File: src/rtl/core/json_stream_tokenizer_assert.svh
// -----------------------------------------------------------------------------
// json_stream_tokenizer_assert.svh
// assertion macros used by the tokenizer rtl
// -----------------------------------------------------------------------------
`ifndef JSON_STREAM_TOKENIZER_ASSERT_SVH
`define JSON_STREAM_TOKENIZER_ASSERT_SVH

// implication checked on the same edge
`define JST_ASSERT_IMPL(lbl, clk, rst, ante, cons) \
   lbl: assert property (@(posedge clk) disable iff (rst) (ante) |-> (cons)) \
      else $error("tokenizer assertion failed");

// implication checked on the following edge
`define JST_ASSERT_NEXT(lbl, clk, rst, ante, cons) \
   lbl: assert property (@(posedge clk) disable iff (rst) (ante) |=> (cons)) \
      else $error("tokenizer assertion failed");

`endif

File: src/rtl/core/jst_pkg.sv
// -----------------------------------------------------------------------------
// jst_pkg
// types and character codes for the json stream tokenizer
// -----------------------------------------------------------------------------
package jst_pkg;

   localparam int unsigned DEPTH_BITS_DEFAULT = 8;

   localparam int unsigned KEY_LEN_W   = 7;
   localparam int unsigned VALUE_LEN_W = 10;
   localparam int unsigned CHAR_W      = 8;
   localparam int unsigned REPORT_W    = 8;

   localparam logic [CHAR_W-1:0] CH_NUL     = 8'h00;
   localparam logic [CHAR_W-1:0] CH_QUOTE   = 8'h22;
   localparam logic [CHAR_W-1:0] CH_BSL     = 8'h5C;
   localparam logic [CHAR_W-1:0] CH_LBRACE  = 8'h7B;
   localparam logic [CHAR_W-1:0] CH_RBRACE  = 8'h7D;
   localparam logic [CHAR_W-1:0] CH_LBRACK  = 8'h5B;
   localparam logic [CHAR_W-1:0] CH_RBRACK  = 8'h5D;
   localparam logic [CHAR_W-1:0] CH_COMMA   = 8'h2C;
   localparam logic [CHAR_W-1:0] CH_COLON   = 8'h3A;
   localparam logic [CHAR_W-1:0] CH_SPACE   = 8'h20;
   localparam logic [CHAR_W-1:0] CH_TAB     = 8'h09;
   localparam logic [CHAR_W-1:0] CH_LF      = 8'h0A;
   localparam logic [CHAR_W-1:0] CH_CR      = 8'h0D;

   // csr register indexes
   localparam logic REG_KEY_LIMIT   = 1'b0;
   localparam logic REG_VALUE_LIMIT = 1'b1;

   typedef enum logic [1:0] {
      EV_KEY_CHAR   = 2'd0,
      EV_VALUE_CHAR = 2'd1,
      EV_COMMIT     = 2'd2
   } event_kind_type;

   // parse state apart from the nesting depths
   typedef struct packed {
      logic                   in_quotes;
      logic                   seeking_key;
      logic [KEY_LEN_W-1:0]   key_count;
      logic [VALUE_LEN_W-1:0] value_count;
      logic [CHAR_W-1:0]      previous_byte;
   } parse_state_type;

   typedef struct packed {
      event_kind_type         event_kind;
      logic [CHAR_W-1:0]      out_char;
      logic [REPORT_W-1:0]    object_depth;
      logic [REPORT_W-1:0]    array_depth;
      logic [KEY_LEN_W-1:0]   key_length;
      logic [VALUE_LEN_W-1:0] value_length;
   } token_type;

   typedef struct packed {
      logic [KEY_LEN_W-1:0]   key_limit;
      logic [VALUE_LEN_W-1:0] value_limit;
   } limits_type;

endpackage

File: src/rtl/core/jst_step.sv
// -----------------------------------------------------------------------------
// jst_step
// next parse state and token for one byte, pure combinational
// -----------------------------------------------------------------------------
module jst_step #(
   parameter int unsigned DEPTH_BITS = jst_pkg::DEPTH_BITS_DEFAULT
) (
   input  logic [jst_pkg::CHAR_W-1:0] text_byte,
   input  logic                       restart,
   input  jst_pkg::parse_state_type   state,
   input  logic [DEPTH_BITS-1:0]      brace_count,
   input  logic [DEPTH_BITS-1:0]      bracket_count,
   input  jst_pkg::limits_type        limits,
   output jst_pkg::parse_state_type   state_next,
   output logic [DEPTH_BITS-1:0]      brace_next,
   output logic [DEPTH_BITS-1:0]      bracket_next,
   output logic                       token_valid,
   output jst_pkg::token_type         token
);
   import jst_pkg::*;

   localparam logic [DEPTH_BITS-1:0] DEPTH_MAX = {DEPTH_BITS{1'b1}};

   parse_state_type         base;
   logic [DEPTH_BITS-1:0]   brace_base;
   logic [DEPTH_BITS-1:0]   bracket_base;
   logic                    quote_toggle;
   logic                    skip;

   // restart clears everything but the previous byte
   always_comb begin
      base = state;
      brace_base = brace_count;
      bracket_base = bracket_count;
      if (restart) begin
         base.in_quotes   = 1'b0;
         base.seeking_key = 1'b0;
         base.key_count   = '0;
         base.value_count = '0;
         brace_base       = '0;
         bracket_base     = '0;
      end
   end

   always_comb begin
      state_next   = base;
      brace_next   = brace_base;
      bracket_next = bracket_base;
      token_valid  = 1'b0;
      token        = '0;
      quote_toggle = (text_byte == CH_QUOTE) && (state.previous_byte != CH_BSL);
      skip         = quote_toggle ||
                     ((text_byte == CH_BSL) && (state.previous_byte != CH_BSL));

      if (text_byte != CH_NUL) begin
         state_next.in_quotes = base.in_quotes ^ quote_toggle;

         if (!state_next.in_quotes) begin
            unique case (text_byte)
               CH_LBRACE: begin
                  if (brace_base != DEPTH_MAX) brace_next = brace_base + 1'b1;
                  state_next.seeking_key = 1'b1;
                  state_next.key_count   = '0;
                  skip = 1'b1;
               end
               CH_LBRACK: begin
                  if (bracket_base != DEPTH_MAX) bracket_next = bracket_base + 1'b1;
                  state_next.seeking_key = 1'b1;
                  state_next.key_count   = '0;
                  skip = 1'b1;
               end
               CH_RBRACK: begin
                  if (bracket_base != '0) bracket_next = bracket_base - 1'b1;
                  skip = 1'b1;
               end
               CH_RBRACE, CH_COMMA: begin
                  // commit reports the depth before a closing decrement
                  token_valid        = 1'b1;
                  token.event_kind   = EV_COMMIT;
                  token.object_depth = REPORT_W'(brace_base);
                  token.array_depth  = REPORT_W'(bracket_base);
                  token.key_length   = base.key_count;
                  token.value_length = base.value_count;
                  state_next.seeking_key = 1'b1;
                  state_next.key_count   = '0;
                  state_next.value_count = '0;
                  skip = 1'b1;
                  if (text_byte == CH_RBRACE && brace_base != '0) begin
                     brace_next = brace_base - 1'b1;
                  end
               end
               CH_TAB, CH_LF, CH_CR: begin
                  skip = 1'b1;
               end
               CH_COLON: begin
                  state_next.seeking_key = 1'b0;
                  state_next.value_count = '0;
                  skip = 1'b1;
               end
               default: begin
               end
            endcase
         end

         if (!skip) begin
            if (state_next.seeking_key) begin
               if (state_next.in_quotes && state_next.key_count < limits.key_limit) begin
                  state_next.key_count = state_next.key_count + 1'b1;
                  token_valid      = 1'b1;
                  token.event_kind = EV_KEY_CHAR;
                  token.out_char   = text_byte;
               end
            end else if (state_next.value_count < limits.value_limit &&
                         (text_byte != CH_SPACE || state_next.in_quotes)) begin
               state_next.value_count = state_next.value_count + 1'b1;
               token_valid      = 1'b1;
               token.event_kind = EV_VALUE_CHAR;
               token.out_char   = text_byte;
            end
         end

         state_next.previous_byte = text_byte;
      end
   end

endmodule

File: src/rtl/core/json_stream_tokenizer.sv
// token path: an accepted byte is held in the input register, its token in the result register
// one byte per cycle while rsp is not back-pressured; the parse state loop closes through combinational jst_step
// bytes that yield no token are consumed without an rsp transaction
// reset: synchronous, active high; clears parse state (but sets seeking_key), depths and valids,
// and loads key_limit 127 and value_limit 1023
// -----------------------------------------------------------------------------
// json_stream_tokenizer
// streaming json tokenizer emitting key/value characters and commit records
// -----------------------------------------------------------------------------
module json_stream_tokenizer #(
   parameter int unsigned DEPTH_BITS = jst_pkg::DEPTH_BITS_DEFAULT
) (
   input  logic        clock,
   input  logic        reset,
   // input stream
   input  logic        req_tvalid,
   output logic        req_tready,
   input  logic [7:0]  req_tdata,   // [7:0] text_byte
   input  logic [0:0]  req_tuser,   // [0] restart
   // token stream
   output logic        rsp_tvalid,
   input  logic        rsp_tready,
   output logic [47:0] rsp_tdata,   // [7:0] out_char, [15:8] object_depth,
                                    // [23:16] array_depth, [30:24] key_length,
                                    // [40:31] value_length, [47:41] zero
   output logic [1:0]  rsp_tuser,   // [1:0] event_kind
   // configuration writes
   input  logic        csr_valid,
   output logic        csr_ready,
   input  logic [0:0]  csr_index,
   input  logic [9:0]  csr_data
);
   import jst_pkg::*;

   logic                  stage_valid_ff, stage_valid_in;
   logic [CHAR_W-1:0]     stage_byte_ff;
   logic                  stage_restart_ff;
   parse_state_type       state_ff, state_in;
   logic [DEPTH_BITS-1:0] brace_ff, brace_in;
   logic [DEPTH_BITS-1:0] bracket_ff, bracket_in;
   logic                  rsp_valid_ff, rsp_valid_in;
   token_type             rsp_ff;
   limits_type            limits_ff, limits_in;

   parse_state_type       step_state;
   logic [DEPTH_BITS-1:0] step_brace;
   logic [DEPTH_BITS-1:0] step_bracket;
   logic                  step_valid;
   token_type             step_token;

   logic                  req_accept;
   logic                  out_open;
   logic                  advance;

   logic                  rsp_is_commit;
   logic                  rsp_report_zero;
   logic                  stage_stalled;

   jst_step #(
      .DEPTH_BITS (DEPTH_BITS)
   ) u_step (
      .text_byte     (stage_byte_ff),
      .restart       (stage_restart_ff),
      .state         (state_ff),
      .brace_count   (brace_ff),
      .bracket_count (bracket_ff),
      .limits        (limits_ff),
      .state_next    (step_state),
      .brace_next    (step_brace),
      .bracket_next  (step_bracket),
      .token_valid   (step_valid),
      .token         (step_token)
   );

   assign out_open   = !rsp_valid_ff || rsp_tready;
   assign advance    = stage_valid_ff && out_open;
   assign req_tready = !stage_valid_ff || advance;
   assign req_accept = req_tvalid && req_tready;
   assign csr_ready  = 1'b1;

   always_comb begin
      stage_valid_in = req_accept ? 1'b1 : (stage_valid_ff && !advance);
      state_in   = advance ? step_state   : state_ff;
      brace_in   = advance ? step_brace   : brace_ff;
      bracket_in = advance ? step_bracket : bracket_ff;
      rsp_valid_in = out_open ? (advance && step_valid) : rsp_valid_ff;
      limits_in = limits_ff;
      if (csr_valid) begin
         unique case (csr_index[0])
            REG_KEY_LIMIT:   limits_in.key_limit   = csr_data[KEY_LEN_W-1:0];
            REG_VALUE_LIMIT: limits_in.value_limit = csr_data[VALUE_LEN_W-1:0];
            default: begin
            end
         endcase
      end
   end

   always_ff @(posedge clock) begin
      if (reset) begin
         stage_valid_ff        <= 1'b0;
         state_ff.in_quotes    <= 1'b0;
         state_ff.seeking_key  <= 1'b1;
         state_ff.key_count    <= '0;
         state_ff.value_count  <= '0;
         state_ff.previous_byte <= '0;
         brace_ff              <= '0;
         bracket_ff            <= '0;
         rsp_valid_ff          <= 1'b0;
         limits_ff.key_limit   <= {KEY_LEN_W{1'b1}};
         limits_ff.value_limit <= {VALUE_LEN_W{1'b1}};
      end else begin
         stage_valid_ff <= stage_valid_in;
         state_ff       <= state_in;
         brace_ff       <= brace_in;
         bracket_ff     <= bracket_in;
         rsp_valid_ff   <= rsp_valid_in;
         limits_ff      <= limits_in;
      end
   end

   // payload registers
   always_ff @(posedge clock) begin
      if (req_accept) begin
         stage_byte_ff    <= req_tdata;
         stage_restart_ff <= req_tuser[0];
      end
      if (advance) begin
         rsp_ff <= step_token;
      end
   end

   assign rsp_tvalid = rsp_valid_ff;
   assign rsp_tuser  = rsp_ff.event_kind;
   assign rsp_tdata  = {7'b0, rsp_ff.value_length, rsp_ff.key_length,
                        rsp_ff.array_depth, rsp_ff.object_depth, rsp_ff.out_char};

   assign rsp_is_commit   = rsp_ff.event_kind == EV_COMMIT;
   assign rsp_report_zero = rsp_ff.key_length == '0 && rsp_ff.value_length == '0 &&
                            rsp_ff.object_depth == '0;
   assign stage_stalled   = stage_valid_ff && rsp_valid_ff && !rsp_tready;

   `include "json_stream_tokenizer_assert.svh"

   `JST_ASSERT_IMPL(a_commit_no_char, clock, reset, rsp_tvalid && rsp_is_commit, rsp_ff.out_char == '0)
   `JST_ASSERT_IMPL(a_char_no_lengths, clock, reset, rsp_tvalid && !rsp_is_commit, rsp_report_zero)
   `JST_ASSERT_NEXT(a_stage_holds, clock, reset, stage_stalled, stage_valid_ff && $stable(state_ff))
   `JST_ASSERT_IMPL(a_no_overrun, clock, reset, req_tvalid && req_tready && stage_valid_ff, advance)

endmodule
File: config.mk
export PLATFORM = sky130hd
export DESIGN_NAME = json_stream_tokenizer
export DESIGN_NICKNAME = d
export VERILOG_FILES = /design/src/rtl/core/jst_pkg.sv /design/src/rtl/core/jst_step.sv /design/src/rtl/core/json_stream_tokenizer.sv
export VERILOG_INCLUDE_DIRS = /design/src /design/src/rtl/core
export SDC_FILE = /design/constraint.sdc
export NUM_CORES = 1
export LEC_CHECK = 0
export BUFFER_PORTS_ARGS = -buffer_cell sky130_fd_sc_hd__buf_2
export CORE_ASPECT_RATIO = 2
export CORE_MARGIN = 2
export CORE_UTILIZATION = 30
export CTS_CLUSTER_DIAMETER = 200
export DETAILED_ROUTE_END_ITERATION = 7
export PLACE_DENSITY = 0.58
export SYNTH_ARGS = -nofsm -noshare
export SYNTH_HDL_FRONTEND = slang
export SYNTH_SLANG_ARGS = --single-unit
File: constraint.sdc
create_clock -name clock -period 4.95 [get_ports clock]
set_input_delay 0.2475 -clock clock [delete_from_list [all_inputs] [get_ports clock]]
set_output_delay 0.2475 -clock clock [all_outputs]
set_load 0.01 [all_outputs]
* Word-level counts from Yosys, hierarchy flattened
Cells that the tools add are included.
** Word-level totals
- Bits in registers :: 114
- Bits in latches :: 0
- Bits in writable memories :: 0
- Bits in read-only memories :: 0
- Input bits :: 25
- Memories kept :: 0
** Cells by class
- Add/sub/neg operators :: 6
- Multiply operators :: 0
- Divide/modulo/power cells :: 0
- Order comparisons :: 2
- Equal/unequal tests :: 15
- Shifts and indexed selects :: 0
- Mux-type cells :: 41
- Bitwise operators :: 4
- Reductions and logical operators :: 28
** Operator list (count)
- 8-bit two-way mux :: 10
- 10-bit two-way mux :: 7
- 8-bit by 7-bit equality test with 1-bit output (second input constant) :: 5
- 18-bit two-way mux :: 2
- 8-bit one-hot mux with 2 select lines :: 2
- 27-bit two-way mux :: 1
- 8-bit by 4-bit equality test with 1-bit output (second input constant) :: 3
- 8-bit by 6-bit equality test with 1-bit output (second input constant) :: 3
- 8-bit nonzero test :: 3
- 7-bit two-way mux :: 3
- 19-bit two-way mux :: 1
- 17-bit two-way mux :: 1
- 8-bit by 1-bit adder with 8-bit output (second input constant) :: 2
- 8-bit inequality test (second input constant) :: 2
- 8-bit by 1-bit subtractor with 8-bit output (second input constant) :: 2
- 1-bit two-way mux :: 11
- 10-bit by 1-bit adder with 10-bit output (second input constant) :: 1
- 10-bit < comparator :: 1
- 1-bit logical AND :: 9
- 9-bit OR reduction :: 1
- 8-bit by 6-bit inequality test with 1-bit output (second input constant) :: 1
- 8-bit by 7-bit inequality test with 1-bit output (second input constant) :: 1
- 7-bit by 1-bit adder with 7-bit output (second input constant) :: 1
- 7-bit < comparator :: 1
- other kinds (10) :: 22

* Logic depth before layout (Yosys ltp)
- Depth in word-level cells :: 12
- Gate-level depth with buffers :: 15
- Depth with buffers taken out :: 13

* Cells and area by module
Synthesis repeated with hierarchy kept, for this count alone.
** Unflattened totals
- Cells, all modules :: 806
- Area total of the unflattened synthesis :: 7277.0 um^2
** By module, submodules not included
- json_stream_tokenizer :: times used 1, cells an instance 333, area an instance 4391.7 um^2, sequential area each 2802.7 um^2
- jst_step :: times used 1, cells an instance 473, area an instance 2885.3 um^2, sequential area each 0.0 um^2

* Worst setup path before layout
No wires, ideal clock.
- Path kind :: flip-flop to flip-flop
- Start point :: reg stage_byte_ff[3]
- End point :: reg state_ff[17] (netlist name)
- Library setup time :: 0.074 ns
- Arrival time :: 3.806 ns
- Path slack :: 1.070 ns
- Stages on the path, launching flop included :: 14
- Path buffers :: 0
- Cells stage by stage :: edfxtp_1 -> or4b_4 -> a211oi_4 -> xor2_4 -> a21o_1 -> inv_1 -> ha_1 -> a21oi_1 -> nor2_1 -> a2111oi_0 -> o211ai_1 -> or3_1 -> or4_1 -> a31oi_1
** Between the ends
- Longest elaborated chain between the ends :: 11
- Elaborated cells on any way between the ends :: 35
- Those cells by class :: add/sub: 1; order compare: 1; eq/ne: 12; mux: 11; bitwise: 1; reduce/logical: 9
** RTL lines
- start, declared :: line json_stream_tokenizer.sv:36 : logic [CHAR_W-1:0] stage_byte_ff;
- start signal, assigned :: line json_stream_tokenizer.sv:124 : stage_byte_ff <= req_tdata;
- 8-bit by 6-bit equality test with 1-bit output (tied with other cells) :: line jst_step.sv:59 : unique case (text_byte)
- 3-bit OR reduction (no line) or 1-bit logical AND (tied branches)
- 10-bit two-way mux or 1-bit bitwise XOR (tied branches) :: line jst_step.sv:59, jst_step.sv:56
- 18-bit two-way mux :: line jst_step.sv:58 : if (!state_next.in_quotes) begin
- 18-bit two-way mux :: line jst_step.sv:55 : if (text_byte != CH_NUL) begin
- 10-bit < comparator :: line jst_step.sv:113 : end else if (state_next.value_count < limits.value_limit &&
- 1-bit logical AND :: line jst_step.sv:113
- 10-bit two-way mux :: line jst_step.sv:113
- 10-bit two-way mux :: line jst_step.sv:106 : if (state_next.seeking_key) begin
- 17-bit two-way mux :: line jst_step.sv:105 : if (!skip) begin
- 27-bit two-way mux (*) :: line jst_step.sv:55
- end signal, assigned :: line json_stream_tokenizer.sv:113 : state_ff <= state_in;
- end, declared :: line json_stream_tokenizer.sv:38 : parse_state_type state_ff, state_in;
Mark *: on every way between the ends. The rest lies on a longest branch, timed or not. The select of a mux whose other input is x is not followed.
A chain may end at the register's enable or synchronous reset.

* Worst setup path after layout
- Start point :: reg stage_byte_ff[0]
- End point :: reg state_ff[17] (netlist name)
The elaborated chain is that of the path after synthesis.

==> impl_results.md <==
* Most used DFF post-synth: dfxtp_1
* Hold WC Path Type: primary input to flip-flop
* Largest net degree at the start of global routing at 64
* Seq cells post-synth at 114
* Cts repair resizes at 0
* Reg clk slew, reported paths at 0.06 ns
* Aggregate global-route resource usage at 0.153
* Nature of the critical path endpoint: flip-flop
* Slew @ Worst Pin at 0.787 ns
* WL met2 at 8110 µm
* Max clock buf depth at 2
* CP Data Arrival Time at 4.75 ns
* Post-CTS setup buffer count at 0
* Die height at 214 µm
* Placeable Area at 21900 µm²
* Wirelength per Cell at 16.1 µm
* Logic pwr share at 0.086
* Clock share of power at 0.491
* DR iter-0 viols at 389
* Max-slew headroom at 0.475
* # DRC at 0
* Sw frac at 0.257
* Post-synth top area cell: edfxtp_1
* RSZ-0062 raised after global routing: false
* Syn Inst Count at 742
* Initial Utilization at 0.303
* First-pass iteration count of the detailed router at 5
* Clock Skew at 0.00846 ns
* Total CTS buffers at 17
* Unique cell type count in the Yosys netlist at 82
* Placed Instance Area at 7150 µm²
* Setup TNS at 0 ns
* Clock latency on the worst-skew pair at 0.42 ns
* Die area at 23400 µm²
* Startpoint Class: flip-flop
* Final min period at 4.41 ns
* # rows at 77
* Peak VDD IR at 0.169 mV
* Most frequent cells in the layout: nand2_1, buf_2, dfxtp_1, nor2_1, edfxtp_1
* CTS tree: done
* Root buffer cell: clkbuf_16
* DR vias/cell at 5.26
* Max Slew Vio Count at 0
* Status: completed
* First-pass GRT wire length at 28500 µm
* Diodes inserted at 0
* # IOs at 78
* Layout net count at 845
* Uppermost layer routed: met4
* Maximum clock rate at 0.227 GHz
* Vias in the first global route at 5439
* Tcrit/Tclk final at 0.890
* Final instance area at 7820 µm²
* Cell internal pwr at 0.00186 W
* HPWL Detailed at 12200 µm
* Routed met1 length at 8220 µm
* Crit path max fanout at 12
* Initial antenna violation count at 0
* Area delta synth->final at 18.0%
* Final Hold Viols at 0
* Antenna-violating nets left at 0
* Gpl congestion at 0.862
* Share of cells above drive strength 1 at 0.170
* Switching power at 0.000645 W
* Post-synth top area share at 0.236
* Sequential fraction of design power at 0.422
* Post-synth ARST share at 0
* Crit path required time at 5.30 ns
* H-tree depth at 4
* Chip width at 109 µm
* CTS Hold Buffers Added at 7
* Mapped Area at 6630 µm²
* Pwr Density at 320 nW/µm²
* Worst Setup Path Type: flip-flop to flip-flop
* Final WL at 17400 µm
* Seq/Total Area, Yosys at 0.423
* PortBufs at 69
* Syn_area_per_cell at 8.93 µm²
* Commonest non-fill, non-tap cell in the layout: nand2_1
* Leak at 3.17 nW
* DR vias at 5713
* Synth top area cells: edfxtp_1, dfxtp_1, nand2_1
* Routed length on met3 at 864 µm
* Hold_ws at 0.0230 ns
* YS warnings at 0
* Total gr overflow at 0
* Max Cap Violations at 0
* Number of flops mapped to enable cells by yosys at 52
* TritonCTS Sinks at 114
* # setup viols final at 0
cells by family after synthesis:
family | synth area share
other | 0.00113
adder cells (fa/ha/maj) | 0.0434
multiplexers | 0.00907
flip-flops | 0.423
buffers and inverters | 0.0621
AND/OR/NAND/NOR | 0.271
XOR/XNOR | 0.0187
AO/OA/AOI/OAI | 0.172
power by group through the flow:
stage / Clock [W] / Sequential [W] / Combinational, W
after global routing: 0.00129 / 0.00106 / 0.000241
final: 0.00123 / 0.00106 / 0.000216
after floorplan: 0 / 0.00107 / 0.000150
after detailed placement: 0 / 0.00108 / 0.000211
after CTS: 0.00125 / 0.00106 / 0.000216
after global placement: 0 / 0.00108 / 0.000208
worst max-delay path, stage by stage, from the launching register on:
cell	delay, ns
edfxtp_1	0.55
or4b_4	0.62
a211oi_4	0.39
xor2_4	0.34
a21o_1	0.20
inv_1	0.05
ha_1	0.28
a21oi_1	0.14
nor2_1	0.05
a2111oi_0	0.38
o211ai_1	0.24
or3_1	0.42
or4_1	0.51
a31oi_1	0.16
cell type report:
cell class,instances,area [µm²]
inverters,39,146
flip-flops and latches,114,2800
multi-input cells,539,3430
well taps,276,345
repair buffers,86,490
clock buffers,18,439
fillers,2192,14100
clock inverters,14,158
path summary, 6_finish.rpt:
check | start | to | slack, ns | cells past startpoint
setup / recovery | stage_byte_ff[0]$_DFFE_PP_ | state_ff[17]$_SDFFE_PP0P_ | 0.54 | 13
hold / removal | req_tdata[2] | stage_byte_ff[2]$_DFFE_PP_ | 0.02 | 1
setup reg to reg | stage_byte_ff[0]$_DFFE_PP_ | state_ff[17]$_SDFFE_PP0P_ | 0.54 | 13
hold reg to reg | state_ff[0]$_SDFFE_PP0P_ | state_ff[0]$_SDFFE_PP0P_ | 0.45 | 2
Yosys cell counts (all sizes together) (6+ instances only):
| cell type | instances |
|---|---|
| a211oi | 8 |
| a21o | 7 |
| a21oi | 25 |
| a22oi | 8 |
| a31oi | 13 |
| and2 | 15 |
| and3 | 29 |
| buf | 23 |
| clkbuf | 33 |
| dfxtp | 62 |
| edfxtp | 52 |
| ha | 23 |
| inv | 39 |
| mux2i | 6 |
| nand2 | 88 |
| nand2b | 8 |
| nand3 | 38 |
| nand4 | 10 |
| nor2 | 55 |
| nor2b | 20 |
| nor3 | 21 |
| nor4 | 10 |
| o211ai | 14 |
| o21ai | 29 |
| or3 | 9 |
| xnor2 | 8 |
sequential cells by signal (all words and copies together) (netlist names):
name              count
limits_ff            17
stage_byte_ff         8
stage_valid_ff        1
rsp_tdata            41
bracket_ff            8
rsp_tvalid            1
rsp_tuser             2
brace_ff              8
stage_restart_ff      1
state_ff             27
metrics by stage:
stage          total power, W  instances   util  setup WS (ns)
2_1_floorplan         0.00122        748      -           1.07
3_3_place_gp          0.00128       1047  0.327          0.633
3_5_place_dp          0.00129       1047  0.327          0.541
4_1_cts               0.00252       1086  0.357          0.531
5_1_grt               0.00260       1086  0.357         0.0705
6_report              0.00250       1086  0.357          0.545
layer usage:
layer	vias to the layer above	track usage
met2	177	0.239
met1	2704	0.213
li1	2810	-
met4	0	0.0449
met5	-	0
met3	22	0.0310
Power figures use the tool's default switching activity.
